## config.mk

```make
export PLATFORM = sky130hd
export DESIGN_NAME = poisson_likelihood_accumulator_core_flat
export DESIGN_NICKNAME = d
export VERILOG_FILES = /design/src/hw/rtl/plac_pkg.sv /design/src/hw/rtl/plac_if.sv /design/src/hw/rtl/plac_mul.sv /design/src/hw/rtl/poisson_likelihood_accumulator_core.sv /design/src/flat_wrapper.sv
export VERILOG_INCLUDE_DIRS = /design/src /design/src/hw/rtl
export SDC_FILE = /design/constraint.sdc
export NUM_CORES = 2
export LEC_CHECK = 0
export BUFFER_PORTS_ARGS = -buffer_cell sky130_fd_sc_hd__clkbuf_2
export CORE_ASPECT_RATIO = 0.8
export CORE_MARGIN = 5
export CORE_UTILIZATION = 45
export CTS_CLUSTER_DIAMETER = 150
export CTS_CLUSTER_SIZE = 8
export DETAILED_ROUTE_END_ITERATION = 12
export GPL_TIMING_DRIVEN = 0
export PLACE_DENSITY = 0.68
export SLEW_MARGIN = 10
export SYNTH_ARGS = -nofsm -noshare
export SYNTH_HDL_FRONTEND = slang
export SYNTH_SLANG_ARGS = --single-unit
```

## constraint.sdc

```tcl
create_clock -name clk_i -period 26.3 [get_ports clk_i]
set_input_delay 1.315 -clock clk_i [delete_from_list [all_inputs] [get_ports clk_i]]
set_output_delay 1.315 -clock clk_i [all_outputs]
set_load 0.01 [all_outputs]
```

## src/hw/rtl/poisson_likelihood_accumulator_core_macros.svh

```systemverilog
// ----------------------------------------------------------------------------
// Assertion macros for the likelihood accumulator
// Short forms for same-cycle and next-cycle implications on clk_i.
// ----------------------------------------------------------------------------
`ifndef POISSON_LIKELIHOOD_ACCUMULATOR_CORE_MACROS_SVH
`define POISSON_LIKELIHOOD_ACCUMULATOR_CORE_MACROS_SVH

// Consequent must hold in the same cycle as the antecedent.
`define PLAC_ASSERT_NOW(lbl, ante, cons, msg) \
  lbl: assert property (@(posedge clk_i) disable iff (!rst_ni) (ante) |-> (cons)) \
    else $error(msg);

// Consequent must hold in the cycle after the antecedent.
`define PLAC_ASSERT_NEXT(lbl, ante, cons, msg) \
  lbl: assert property (@(posedge clk_i) disable iff (!rst_ni) (ante) |=> (cons)) \
    else $error(msg);

`endif

```

## src/hw/rtl/plac_pkg.sv

```systemverilog
// ----------------------------------------------------------------------------
// plac_pkg
// Shared types and constants of the Poisson likelihood accumulator.
// ----------------------------------------------------------------------------
package plac_pkg;

  // Fraction bits of the count format.
  localparam int FracBits = 16;
  // Fraction bits of the logarithm.
  localparam int LogFrac  = 24;
  // Squaring iterations of the logarithm, one result bit each.
  localparam int SqIters  = LogFrac;
  // ln(2) in Q0.32.
  localparam logic [31:0] Ln2Q32 = 32'd2977044472;

  localparam int SumW  = 48;
  localparam int TermW = 41;
  localparam int AccW  = 50;

  // Configuration register indexes.
  localparam logic [2:0] CfgCutEnable  = 3'd0;
  localparam logic [2:0] CfgEUpperCut  = 3'd1;
  localparam logic [2:0] CfgELowerCut  = 3'd2;
  localparam logic [2:0] CfgMuLowerCut = 3'd3;
  localparam logic [2:0] CfgCountFloor = 3'd4;

  typedef enum logic [3:0] {
    ST_IDLE,
    ST_NORM,
    ST_SQ,
    ST_SQ_END,
    ST_LN,
    ST_LN_W,
    ST_DL,
    ST_DL_W,
    ST_ACC
  } plac_state_e;

endpackage

```

## src/hw/rtl/plac_if.sv

```systemverilog
// ----------------------------------------------------------------------------
// plac interfaces
// Valid/ready channels for bin requests, results and configuration writes.
// ----------------------------------------------------------------------------
interface plac_item_if;
  logic        valid;
  logic        ready;
  logic        sample_kind;
  logic [15:0] bin_energy;
  logic [31:0] data_count;
  logic [31:0] pred_count;
  logic        last_bin;
  modport source (output valid, sample_kind, bin_energy, data_count, pred_count,
                  last_bin, input ready);
  modport sink   (input valid, sample_kind, bin_energy, data_count, pred_count,
                  last_bin, output ready);
endinterface

interface plac_result_if;
  logic               valid;
  logic               ready;
  logic signed [47:0] log_likelihood;
  logic               saturated;
  modport source (output valid, log_likelihood, saturated, input ready);
  modport sink   (input valid, log_likelihood, saturated, output ready);
endinterface

interface plac_cfg_if;
  logic        valid;
  logic        ready;
  logic [2:0]  index;
  logic [31:0] data;
  modport source (output valid, index, data, input ready);
  modport sink   (input valid, index, data, output ready);
endinterface

```

## src/hw/rtl/plac_mul.sv

```systemverilog
// ----------------------------------------------------------------------------
// plac_mul
// Shared 32x32 unsigned multiplier with a registered product.
// ----------------------------------------------------------------------------
module plac_mul (
  input  logic        clk_i,
  input  logic [31:0] a_i,
  input  logic [31:0] b_i,
  output logic [63:0] prod_o
);
  import plac_pkg::*;

  logic [63:0] prod_q;

  // The product is registered every cycle; the sequencer picks when to use it.
  always_ff @(posedge clk_i) begin
    prod_q <= 64'(a_i) * 64'(b_i);
  end

  assign prod_o = prod_q;

endmodule

```

## src/hw/rtl/poisson_likelihood_accumulator_core.sv

```systemverilog
// ----------------------------------------------------------------------------
// poisson_likelihood_accumulator_core
// Accumulates the Poisson -2 log likelihood ratio over a stream of bins.
// ----------------------------------------------------------------------------
// One bin request is taken at a time. A skipped or empty bin goes from the
// accept cycle straight to the accumulate step. A bin with both counts above
// the floor runs the accept cycle, then for each of the two logarithms a
// 5-step normalize, repeated squaring on the single shared 32x32 multiplier
// and a step to take the last bit, then two multiplies with a wait state each
// for the ln(2) scaling and the count product, and the accumulate step. A
// result waits in an output register; if a previous result has not been
// taken, the last bin holds in the accumulate step until it is.
`include "poisson_likelihood_accumulator_core_macros.svh"

module poisson_likelihood_accumulator_core (
  input  logic          clk_i,
  input  logic          rst_ni,
  plac_item_if.sink     in_if,
  plac_result_if.source out_if,
  plac_cfg_if.sink      cfg_if
);
  import plac_pkg::*;

  // Configuration registers.
  logic        cut_enable_q;
  logic [15:0] e_upper_cut_q, e_lower_cut_q, mu_lower_cut_q;
  logic [31:0] count_floor_q;

  // Control state.
  plac_state_e state_q, state_d;
  logic [2:0]  step_q, step_d;
  logic [4:0]  cnt_q, cnt_d;
  logic        pass_q, pass_d;
  logic        last_q, last_d;
  logic        add_q, add_d;
  logic signed [SumW-1:0] sum_q, sum_d;
  logic        ovf_q, ovf_d;
  logic        out_valid_q, out_valid_d;

  // Datapath.
  logic [31:0] d_q, d_d, p_q, p_d;
  logic [31:0] m_q, m_d;
  logic [4:0]  k_q, k_d;
  logic [LogFrac-2:0] frac_q, frac_d;
  logic signed [30:0] logd_q, logd_d;
  logic        neg_q, neg_d;
  logic [31:0] mag_q, mag_d;
  logic [31:0] lnmag_q, lnmag_d;
  logic signed [TermW-1:0] term_q, term_d;
  logic signed [SumW-1:0]  out_sum_q, out_sum_d;
  logic        out_sat_q, out_sat_d;

  // Shared multiplier.
  logic [31:0] mul_a, mul_b;
  logic [63:0] prod;
  logic [31:0] m_next;

  plac_mul u_mul (
    .clk_i  (clk_i),
    .a_i    (mul_a),
    .b_i    (mul_b),
    .prod_o (prod)
  );

  // Configuration writes are always taken.
  assign cfg_if.ready = 1'b1;

  always_ff @(posedge clk_i or negedge rst_ni) begin
    if (!rst_ni) begin
      cut_enable_q   <= 1'b1;
      e_upper_cut_q  <= 16'd4915;
      e_lower_cut_q  <= 16'd410;
      mu_lower_cut_q <= 16'd819;
      count_floor_q  <= 32'd0;
    end else if (cfg_if.valid) begin
      unique case (cfg_if.index)
        CfgCutEnable:  cut_enable_q   <= cfg_if.data[0];
        CfgEUpperCut:  e_upper_cut_q  <= cfg_if.data[15:0];
        CfgELowerCut:  e_lower_cut_q  <= cfg_if.data[15:0];
        CfgMuLowerCut: mu_lower_cut_q <= cfg_if.data[15:0];
        CfgCountFloor: count_floor_q  <= cfg_if.data;
        default: ;
      endcase
    end
  end

  // Squared mantissa renormalized to Q1.31; top product bit is the log bit.
  assign m_next = prod[63] ? prod[63:32] : prod[62:31];

  // Intermediate values of the sequencer.
  logic        keep, d_full, p_full;
  logic [4:0]  sh;
  logic        top_zero;
  logic signed [6:0]  lexp;
  logic signed [30:0] logval;
  logic signed [31:0] diff;
  logic [63:0] ln_round, dl_round;
  logic [37:0] r_mag;
  logic signed [TermW-1:0] dl2, pd2;
  logic signed [AccW-1:0]  acc;
  logic signed [SumW-1:0]  acc_sat;
  logic        acc_ovf;

  always_comb begin
    state_d     = state_q;
    step_d      = step_q;
    cnt_d       = cnt_q;
    pass_d      = pass_q;
    last_d      = last_q;
    add_d       = add_q;
    sum_d       = sum_q;
    ovf_d       = ovf_q;
    out_valid_d = out_valid_q;
    d_d         = d_q;
    p_d         = p_q;
    m_d         = m_q;
    k_d         = k_q;
    frac_d      = frac_q;
    logd_d      = logd_q;
    neg_d       = neg_q;
    mag_d       = mag_q;
    lnmag_d     = lnmag_q;
    term_d      = term_q;
    out_sum_d   = out_sum_q;
    out_sat_d   = out_sat_q;
    mul_a       = m_q;
    mul_b       = m_q;

    // Energy window and count classification of the incoming request.
    if (in_if.sample_kind == 1'b0) begin
      keep = !((cut_enable_q && (in_if.bin_energy > e_upper_cut_q)) ||
               (in_if.bin_energy < e_lower_cut_q));
    end else begin
      keep = in_if.bin_energy >= mu_lower_cut_q;
    end
    d_full = in_if.data_count > count_floor_q;
    p_full = in_if.pred_count > count_floor_q;

    // Binary-search normalize, one shift width per step.
    unique case (step_q)
      3'd0:    sh = 5'd16;
      3'd1:    sh = 5'd8;
      3'd2:    sh = 5'd4;
      3'd3:    sh = 5'd2;
      default: sh = 5'd1;
    endcase
    top_zero = (m_q >> (6'd32 - 6'(sh))) == 32'd0;

    // Logarithm in Q.24 from exponent and the collected fraction bits.
    lexp   = $signed({2'b00, k_q}) - 7'(FracBits);
    logval = {lexp, frac_q, prod[63]};
    diff   = 32'(logd_q) - 32'(logval);

    ln_round = prod + 64'h8000_0000;
    dl_round = prod + (64'd1 << (LogFrac - 1));
    r_mag    = dl_round[LogFrac+37:LogFrac];
    dl2      = neg_q ? -$signed({2'b00, r_mag, 1'b0}) : $signed({2'b00, r_mag, 1'b0});
    pd2      = $signed({8'd0, p_q, 1'b0}) - $signed({8'd0, d_q, 1'b0});

    // Saturating accumulate.
    acc     = AccW'(sum_q) + AccW'(term_q);
    acc_ovf = 1'b0;
    if (acc > AccW'(48'sh7FFF_FFFF_FFFF)) begin
      acc_sat = 48'sh7FFF_FFFF_FFFF;
      acc_ovf = 1'b1;
    end else if (acc < -AccW'(49'sh0_8000_0000_0000)) begin
      acc_sat = 48'sh8000_0000_0000;
      acc_ovf = 1'b1;
    end else begin
      acc_sat = acc[SumW-1:0];
    end

    if (out_valid_q && out_if.ready) begin
      out_valid_d = 1'b0;
    end

    unique case (state_q)
      ST_IDLE: begin
        if (in_if.valid) begin
          d_d    = in_if.data_count;
          p_d    = in_if.pred_count;
          last_d = in_if.last_bin;
          m_d    = in_if.data_count;
          k_d    = 5'd31;
          step_d = 3'd0;
          pass_d = 1'b0;
          add_d  = keep && (!d_full || p_full);
          term_d = $signed({8'd0, in_if.pred_count, 1'b0});
          if (keep && d_full && p_full) begin
            state_d = ST_NORM;
          end else begin
            state_d = ST_ACC;
          end
        end
      end
      ST_NORM: begin
        if (top_zero) begin
          m_d = m_q << sh;
          k_d = k_q - sh;
        end
        step_d = step_q + 3'd1;
        if (step_q == 3'd4) begin
          cnt_d   = 5'd0;
          state_d = ST_SQ;
        end
      end
      ST_SQ: begin
        if (cnt_q != 5'd0) begin
          mul_a  = m_next;
          mul_b  = m_next;
          frac_d = {frac_q[LogFrac-3:0], prod[63]};
        end
        cnt_d = cnt_q + 5'd1;
        if (cnt_q == 5'(SqIters - 1)) begin
          state_d = ST_SQ_END;
        end
      end
      ST_SQ_END: begin
        if (!pass_q) begin
          logd_d  = logval;
          m_d     = p_q;
          k_d     = 5'd31;
          step_d  = 3'd0;
          pass_d  = 1'b1;
          state_d = ST_NORM;
        end else begin
          neg_d   = diff[31];
          mag_d   = diff[31] ? 32'(-diff) : 32'(diff);
          state_d = ST_LN;
        end
      end
      ST_LN: begin
        mul_a   = mag_q;
        mul_b   = Ln2Q32;
        state_d = ST_LN_W;
      end
      ST_LN_W: begin
        lnmag_d = ln_round[63:32];
        state_d = ST_DL;
      end
      ST_DL: begin
        mul_a   = d_q;
        mul_b   = lnmag_q;
        state_d = ST_DL_W;
      end
      ST_DL_W: begin
        term_d  = pd2 + dl2;
        state_d = ST_ACC;
      end
      ST_ACC: begin
        if (!last_q) begin
          if (add_q) begin
            sum_d = acc_sat;
            ovf_d = ovf_q | acc_ovf;
          end
          state_d = ST_IDLE;
        end else if (!out_valid_q || out_if.ready) begin
          out_sum_d   = add_q ? acc_sat : sum_q;
          out_sat_d   = ovf_q | (add_q & acc_ovf);
          out_valid_d = 1'b1;
          sum_d       = '0;
          ovf_d       = 1'b0;
          state_d     = ST_IDLE;
        end
      end
      default: state_d = ST_IDLE;
    endcase
  end

  // Control registers.
  always_ff @(posedge clk_i or negedge rst_ni) begin
    if (!rst_ni) begin
      state_q     <= ST_IDLE;
      step_q      <= '0;
      cnt_q       <= '0;
      pass_q      <= 1'b0;
      last_q      <= 1'b0;
      add_q       <= 1'b0;
      sum_q       <= '0;
      ovf_q       <= 1'b0;
      out_valid_q <= 1'b0;
    end else begin
      state_q     <= state_d;
      step_q      <= step_d;
      cnt_q       <= cnt_d;
      pass_q      <= pass_d;
      last_q      <= last_d;
      add_q       <= add_d;
      sum_q       <= sum_d;
      ovf_q       <= ovf_d;
      out_valid_q <= out_valid_d;
    end
  end

  // Payload registers.
  always_ff @(posedge clk_i) begin
    d_q       <= d_d;
    p_q       <= p_d;
    m_q       <= m_d;
    k_q       <= k_d;
    frac_q    <= frac_d;
    logd_q    <= logd_d;
    neg_q     <= neg_d;
    mag_q     <= mag_d;
    lnmag_q   <= lnmag_d;
    term_q    <= term_d;
    out_sum_q <= out_sum_d;
    out_sat_q <= out_sat_d;
  end

  assign in_if.ready           = (state_q == ST_IDLE);
  assign out_if.valid          = out_valid_q;
  assign out_if.log_likelihood = out_sum_q;
  assign out_if.saturated      = out_sat_q;

  // Checks on the sequencer.
  `PLAC_ASSERT_NOW(a_sq_count, state_q == ST_SQ, cnt_q < 5'(SqIters), "square count overrun")
  `PLAC_ASSERT_NEXT(a_accept_busy, in_if.valid && in_if.ready, state_q != ST_IDLE, "accept left idle")
  `PLAC_ASSERT_NEXT(a_last_emits, state_q == ST_ACC && last_q && (!out_valid_q || out_if.ready), out_valid_q && sum_q == '0 && !ovf_q, "last bin did not emit and clear")
  `PLAC_ASSERT_NEXT(a_norm_len, state_q == ST_NORM && step_q == 3'd4, state_q == ST_SQ && cnt_q == 5'd0, "normalize did not hand over")

endmodule
```

## src/flat_wrapper.sv

```systemverilog
// flat-port wrapper written by rule: the top's interface ports become plain ports
module poisson_likelihood_accumulator_core_flat import plac_pkg::*;
  (clk_i, rst_ni, in_if_valid, in_if_sample_kind, in_if_bin_energy, in_if_data_count, in_if_pred_count, in_if_last_bin, in_if_ready, out_if_valid, out_if_log_likelihood, out_if_saturated, out_if_ready, cfg_if_valid, cfg_if_index, cfg_if_data, cfg_if_ready);
  plac_item_if in_if_i ();
  plac_result_if out_if_i ();
  plac_cfg_if cfg_if_i ();
  input  logic clk_i;
  input  logic rst_ni;
  input wire logic [$bits(in_if_i.valid)-1:0] in_if_valid;
  input wire logic [$bits(in_if_i.sample_kind)-1:0] in_if_sample_kind;
  input wire logic [$bits(in_if_i.bin_energy)-1:0] in_if_bin_energy;
  input wire logic [$bits(in_if_i.data_count)-1:0] in_if_data_count;
  input wire logic [$bits(in_if_i.pred_count)-1:0] in_if_pred_count;
  input wire logic [$bits(in_if_i.last_bin)-1:0] in_if_last_bin;
  output wire logic [$bits(in_if_i.ready)-1:0] in_if_ready;
  output wire logic [$bits(out_if_i.valid)-1:0] out_if_valid;
  output wire logic [$bits(out_if_i.log_likelihood)-1:0] out_if_log_likelihood;
  output wire logic [$bits(out_if_i.saturated)-1:0] out_if_saturated;
  input wire logic [$bits(out_if_i.ready)-1:0] out_if_ready;
  input wire logic [$bits(cfg_if_i.valid)-1:0] cfg_if_valid;
  input wire logic [$bits(cfg_if_i.index)-1:0] cfg_if_index;
  input wire logic [$bits(cfg_if_i.data)-1:0] cfg_if_data;
  output wire logic [$bits(cfg_if_i.ready)-1:0] cfg_if_ready;
  assign in_if_i.valid = in_if_valid;
  assign in_if_i.sample_kind = in_if_sample_kind;
  assign in_if_i.bin_energy = in_if_bin_energy;
  assign in_if_i.data_count = in_if_data_count;
  assign in_if_i.pred_count = in_if_pred_count;
  assign in_if_i.last_bin = in_if_last_bin;
  assign in_if_ready = in_if_i.ready;
  assign out_if_valid = out_if_i.valid;
  assign out_if_log_likelihood = out_if_i.log_likelihood;
  assign out_if_saturated = out_if_i.saturated;
  assign out_if_i.ready = out_if_ready;
  assign cfg_if_i.valid = cfg_if_valid;
  assign cfg_if_i.index = cfg_if_index;
  assign cfg_if_i.data = cfg_if_data;
  assign cfg_if_ready = cfg_if_i.ready;
  poisson_likelihood_accumulator_core u_core (.clk_i(clk_i), .rst_ni(rst_ni), .in_if(in_if_i), .out_if(out_if_i), .cfg_if(cfg_if_i));
endmodule
```

# Word level (Yosys, flattened, before mapping)
# Cells that the tools add are included.
# totals
output_inout_bits	52
romBits	0
regBits	519
latchBits	0
ramBits	0
n_memories	0
# classes
mul	1
n_shift	2
eq_ne	24
n_addsub	13
bitwise	4
reduce_logical	39
div_mod_pow	0
magnitude_cmp	7
mux	47
# op_table
operator	n
$pmux 32 s3	3
$mux 48	5
$mux 32	5
$mux 41	2
$pmux 41 s2	1
$add 64x32->64 const B	1
$gt 32x32->1	2
$mul 32x32->64	1
$add 62x24->62 const B	1
$gt 50x48->1 const B	1
$lt 50x48->1 const B	1
$add 48x41->49	1
$add 41x41->41	1
$neg 39->41	1
$pmux 4 s9	1
$sub 33x33->34	1
$logic_not 32->1	1
$neg 32->32	1
$shl 32x5->32	1
$shr 32x6->32	1
$mux 31	1
$sub 30x30->31	1
$reduce_and 2->1	13
$mux 4	6
40 further kinds	84

# Logic depth before layout (Yosys ltp)
# depth
word_depth	10
mapped_depth	39
mapped_depth_nobuf	37

# Modules after synthesis
# A second synthesis with hierarchy kept.
# hier_totals
cells_unflattened	7477
area_unflattened_um2	68077.8
# modules_own_cells
mod	area_each_um2	instances	cells_per_inst
plac_mul	34800.9	1	3831
poisson_likelihood_accumulator_core	33276.9	1	3646

# Worst setup path before layout
# OpenSTA, ideal clock, no wires.
# synth_path
kind	flip-flop to flip-flop
startpoint	register u_core.state_q[0]
endpoint	register u_core.u_mul.prod_q[60], in the netlist u_core.u_mul.prod_o[60]
arrival_time_ps	9890
slack_ps	16275
stages_incl_launch_ff	30
period_less_slack_ps	10025
cell_sequence	dfrtp_1 > buf_2 > or4b_1 > clkbuf_1 > nor2_1 > a222oi_1 > clkbuf_1 > or3_1 > fa_1 > fa_1 > inv_1 > fa_1 > fa_1 > fa_1 > fa_1 > fa_1 > inv_1 > fa_1 > inv_1 > ha_1 > clkbuf_1 > nand4_1 > o21ai_0 > nor2b_1 > o21a_1 > a31oi_4 > o311ai_2 > a41oi_2 > mux2i_1 > or4_1
# synth_between
elab_chain_len	3
word_cells_on_any_way	6
# synth_lines
item	line_no	rtl
start: declaration	poisson_likelihood_accumulator_core.sv:30	plac_state_e state_q, state_d;
start signal: assignment	poisson_likelihood_accumulator_core.sv:283	state_q <= state_d;
$eq 4x3->1 or $eq 4x2->1 (tied branches)	poisson_likelihood_accumulator_core.sv:177	unique case (state_q)
$pmux 32 s3	poisson_likelihood_accumulator_core.sv:177	
$mul 32x32->64 (*)	plac_mul.sv:17	prod_q <= 64'(a_i) * 64'(b_i);
end signal: assignment	plac_mul.sv:17	
end: declaration	plac_mul.sv:13	logic [63:0] prod_q;
# Every way passes the cells marked *; elsewhere a longest branch is shown, timed or not.
# A chain may end at the register's enable or synchronous reset.

# Final worst setup path
# layout_path
startpoint	register u_core.state_q[3]
endpoint	register u_core.u_mul.prod_q[47], in the netlist u_core.u_mul.prod_o[47]
# Same word-level chain as after synthesis.

==> results.yml <==
clocking:
  cts_tree: "built"
  clk_pin_slew_ns: 0.06
  clk_latency_ns: 0.69
  cts_resized: 0
  cts_buffers: 71
  postCtsHoldBufs: 0
  cts_num_sinks: 494
  htree_levels: 3
  cts_setup_buffers: 0
  cts_root_buf: "clkbuf_16"
  clock_path_buffers: 3
route:
  drt_iter0_markers: 7605
  viasPerCell: 5.96
  wl_um: 265000
  firstDrtPassIters: 7
  avgRoutedWirePerCell_um: 26.7
  ant_nets: 0
  vias: 59200
  drcViolationCount: 0
timing:
  max_freq_mhz: 71.7
  tightest_slew_ns: 1.52
  period_share_pct: 53.0
  setup_tns_ns: 0
  clock_skew_ns: 0.0496
  hold_viol: 0
  period_minus_slack_ns: 13.94
  final_max_slew_viol_count: 5
  setup_violations: 0
  max_slew_margin_pct: -2.73
  rsz0062_at_grt: "no"
hold_path:
  hold_depth: 0
  whs_endpoint: "u_core.logd_q[23]"
  hp-start: "u_core.frac_q[22]"
  hp-class: "flop to flop"
critical_path:
  max_stage_delay_ns: 0.85
  crit_required_ns: 26.90
  rrSetupSlack_ns: 12.36
  crit_top_cell: "fa_1"
  worstSetupPathType: "flop to flop"
  endpoint_kind: "flop"
  crit_path_top_delay_cell: "clkbuf_1"
  worstReg2RegEnd: "u_core.u_mul.prod_o[47]"
  r2r_start: "u_core.state_q[3]"
  cp-start-kind: "flop"
  critPathArrivalTime_ns: 14.54
  reg2regPathDepth: 36
  critPathMaxFanout: 10
floorplanning:
  core_um2: 148000
  die_h_um: 355
  dieArea_um2: 157000
  die_w_um: 442
  ios: 174
  num_rows: 126
  initial_utilization_pct: 45.4
finish:
  final_cell_mix: "1141 x inv_1, 900 x fa_1, 882 x nor2_1, 862 x nand2_1, 533 x ha_1"
  fin_nets: 9452
  layout.cells.non_filler: 9946
  final_common_cell: "inv_1"
  drive_gt1_share_pct: 5.36
  syn2layout_area_growth_pct: 8.95
synthesis:
  synth_cell_types: 91
  synth_ff_type: "edfxtp_1"
  synth.top_cells.by_area: "fa_1 27%, edfxtp_1 14%, ha_1 9.9%"
  syn-mean-instance-area_um2: 8.80
  syn_area_um2: 67100
  post-synth-top-area-fraction_pct: 26.9
  ys_seq_elements: 494
  synth_cells: 7624
  synthArstFlopShare_pct: 29.6
  yosys_warnings: 0
  synth_edf_count: 307
  ys_seq_area_share_pct: 20.4
  synth_top_cell_by_area: "fa_1"
run:
  max_cap_viol_count: 2
global_route:
  grt_usage_pct: 33.2
  overflow: 0
  antenna_found_initial: 12
  grt_pass1_wl_um: 386000
  grt_max_degree: 85
  grt_pass1_vias: 57200
placement:
  dp_hpwl_um: 220000
  io_buffers: 172
  gp_congestion: 1.09
  dp_cells: 9808
status:
  status: "finished, violations left"
  violations: "max-capacitance violations, max-slew violations"
[flip-flops by register name (all words and copies together) (netlist names), 3 cells and up]
name / flops
u_core.m_q: 32
u_core.logd_q: 29
u_core.e_lower_cut_q: 16
u_core.d_q: 32
u_core.mag_q: 32
u_core.u_mul.prod_o: 41
u_core.sum_q: 48
u_core.e_upper_cut_q: 16
u_core.state_q: 4
u_core.k_q: 5
u_core.count_floor_q: 32
u_core.out_if.log_likelihood: 48
u_core.term_q: 40
u_core.p_q: 32
u_core.lnmag_q: 32
u_core.frac_q: 23
u_core.cnt_q: 5
u_core.step_q: 3
u_core.mu_lower_cut_q: 16
[worst max path at each step]
stage / from / end / cells past startpoint
after floorplan: u_core.state_q[0] / u_core.u_mul.prod_o[60] / 29
after global placement: u_core.state_q[3] / u_core.u_mul.prod_o[47] / 36
after detailed placement: u_core.state_q[3] / u_core.u_mul.prod_o[47] / 36
after CTS: u_core.state_q[3] / u_core.u_mul.prod_o[47] / 36
after global routing: u_core.state_q[3] / u_core.u_mul.prod_o[47] / 36
final: u_core.state_q[3] / u_core.u_mul.prod_o[47] / 36
[critical path: cells and delay by family (launching register included)]
| kind | cells | cell delay (ns) |
|---|---|---|
| flops | 1 | 0.40 |
| xor+xnor | 1 | 0.23 |
| simple gates | 6 | 1.80 |
| fa+ha+maj | 9 | 4.44 |
| compound gates | 8 | 3.35 |
| buf+inv | 12 | 3.62 |
[stage by stage]
step	worst slack [ns]	area (um^2)	hold WS [ns]	util (%)
5_1_grt	12.21	73100	0.461	49.4
3_3_place_gp	12.55	70500	0.434	47.6
2_1_floorplan	16.28	67100	0.426	-
4_1_cts	12.96	73100	0.459	49.4
6_report	12.36	73100	0.454	49.4
3_5_place_dp	13.03	71000	0.448	48.0
[cell families after synthesis]
logic type	after synthesis	share of synthesized area [%]
and+or+nand+nor	2304	14.9
muxes	105	1.64
DFF	494	20.4
xor gates and xnor gates	309	4.05
buffers and inverters	1563	8.78
AOI/OAI and AO/OA	1414	13.4
adders and majority gates	1433	36.8
other	2	0.0112
[synth_stat cells, types with 17 or more instances]
| cell type | number |
|---|---|
| inv_1 | 1142 |
| fa_1 | 900 |
| nor2_1 | 885 |
| nand2_1 | 863 |
| ha_1 | 533 |
| o21ai_0 | 388 |
| clkbuf_1 | 381 |
| a21oi_1 | 336 |
| edfxtp_1 | 307 |
| xnor2_1 | 175 |
| a21o_1 | 151 |
| xor2_1 | 133 |
| dfrtp_1 | 127 |
| nand3_1 | 94 |
| nor3_1 | 79 |
| nand4_1 | 69 |
| o21a_1 | 68 |
| mux2i_1 | 64 |
| nor2b_1 | 60 |
| a211oi_1 | 59 |
| a31oi_1 | 50 |
| nand2b_1 | 47 |
| dfxtp_1 | 41 |
| mux2_2 | 41 |
| o21bai_1 | 40 |
| and2_1 | 34 |
| and3_1 | 32 |
| o211ai_1 | 31 |
| o31ai_1 | 30 |
| a221o_1 | 28 |
| buf_1 | 26 |
| o21ai_1 | 26 |
| or2_2 | 26 |
| a22oi_1 | 24 |
| or3_1 | 24 |
| a211o_1 | 23 |
| nor4_1 | 21 |
| o22ai_1 | 20 |
| dfstp_2 | 19 |
| a221oi_1 | 17 |
| a22o_1 | 17 |
[metal layers]
metal  up-vias  part of all wire [%]  track usage (%)
met1     29400                    43             49.0
li1      25500                     -                -
met2      3680                    38             44.2
met5         -                 0.022                0
met3       634                    14             11.6
met4         8                   4.8             12.8
[final cells by class]
class	instances	area (um^2)
diodes	7	17.5
plain buffers	420	1610
clock buffers	126	2040
clock inverters	5	85.1
fillers	14200	74800
inverters	1143	4290
multi-input cells	5568	47600
flip-flops and latches	494	13700
well taps	1984	2480
repair buffers	199	1240
Power is not shown: default switching activity piles up to over one toggle a cycle in this logic, so the estimate is an artifact.
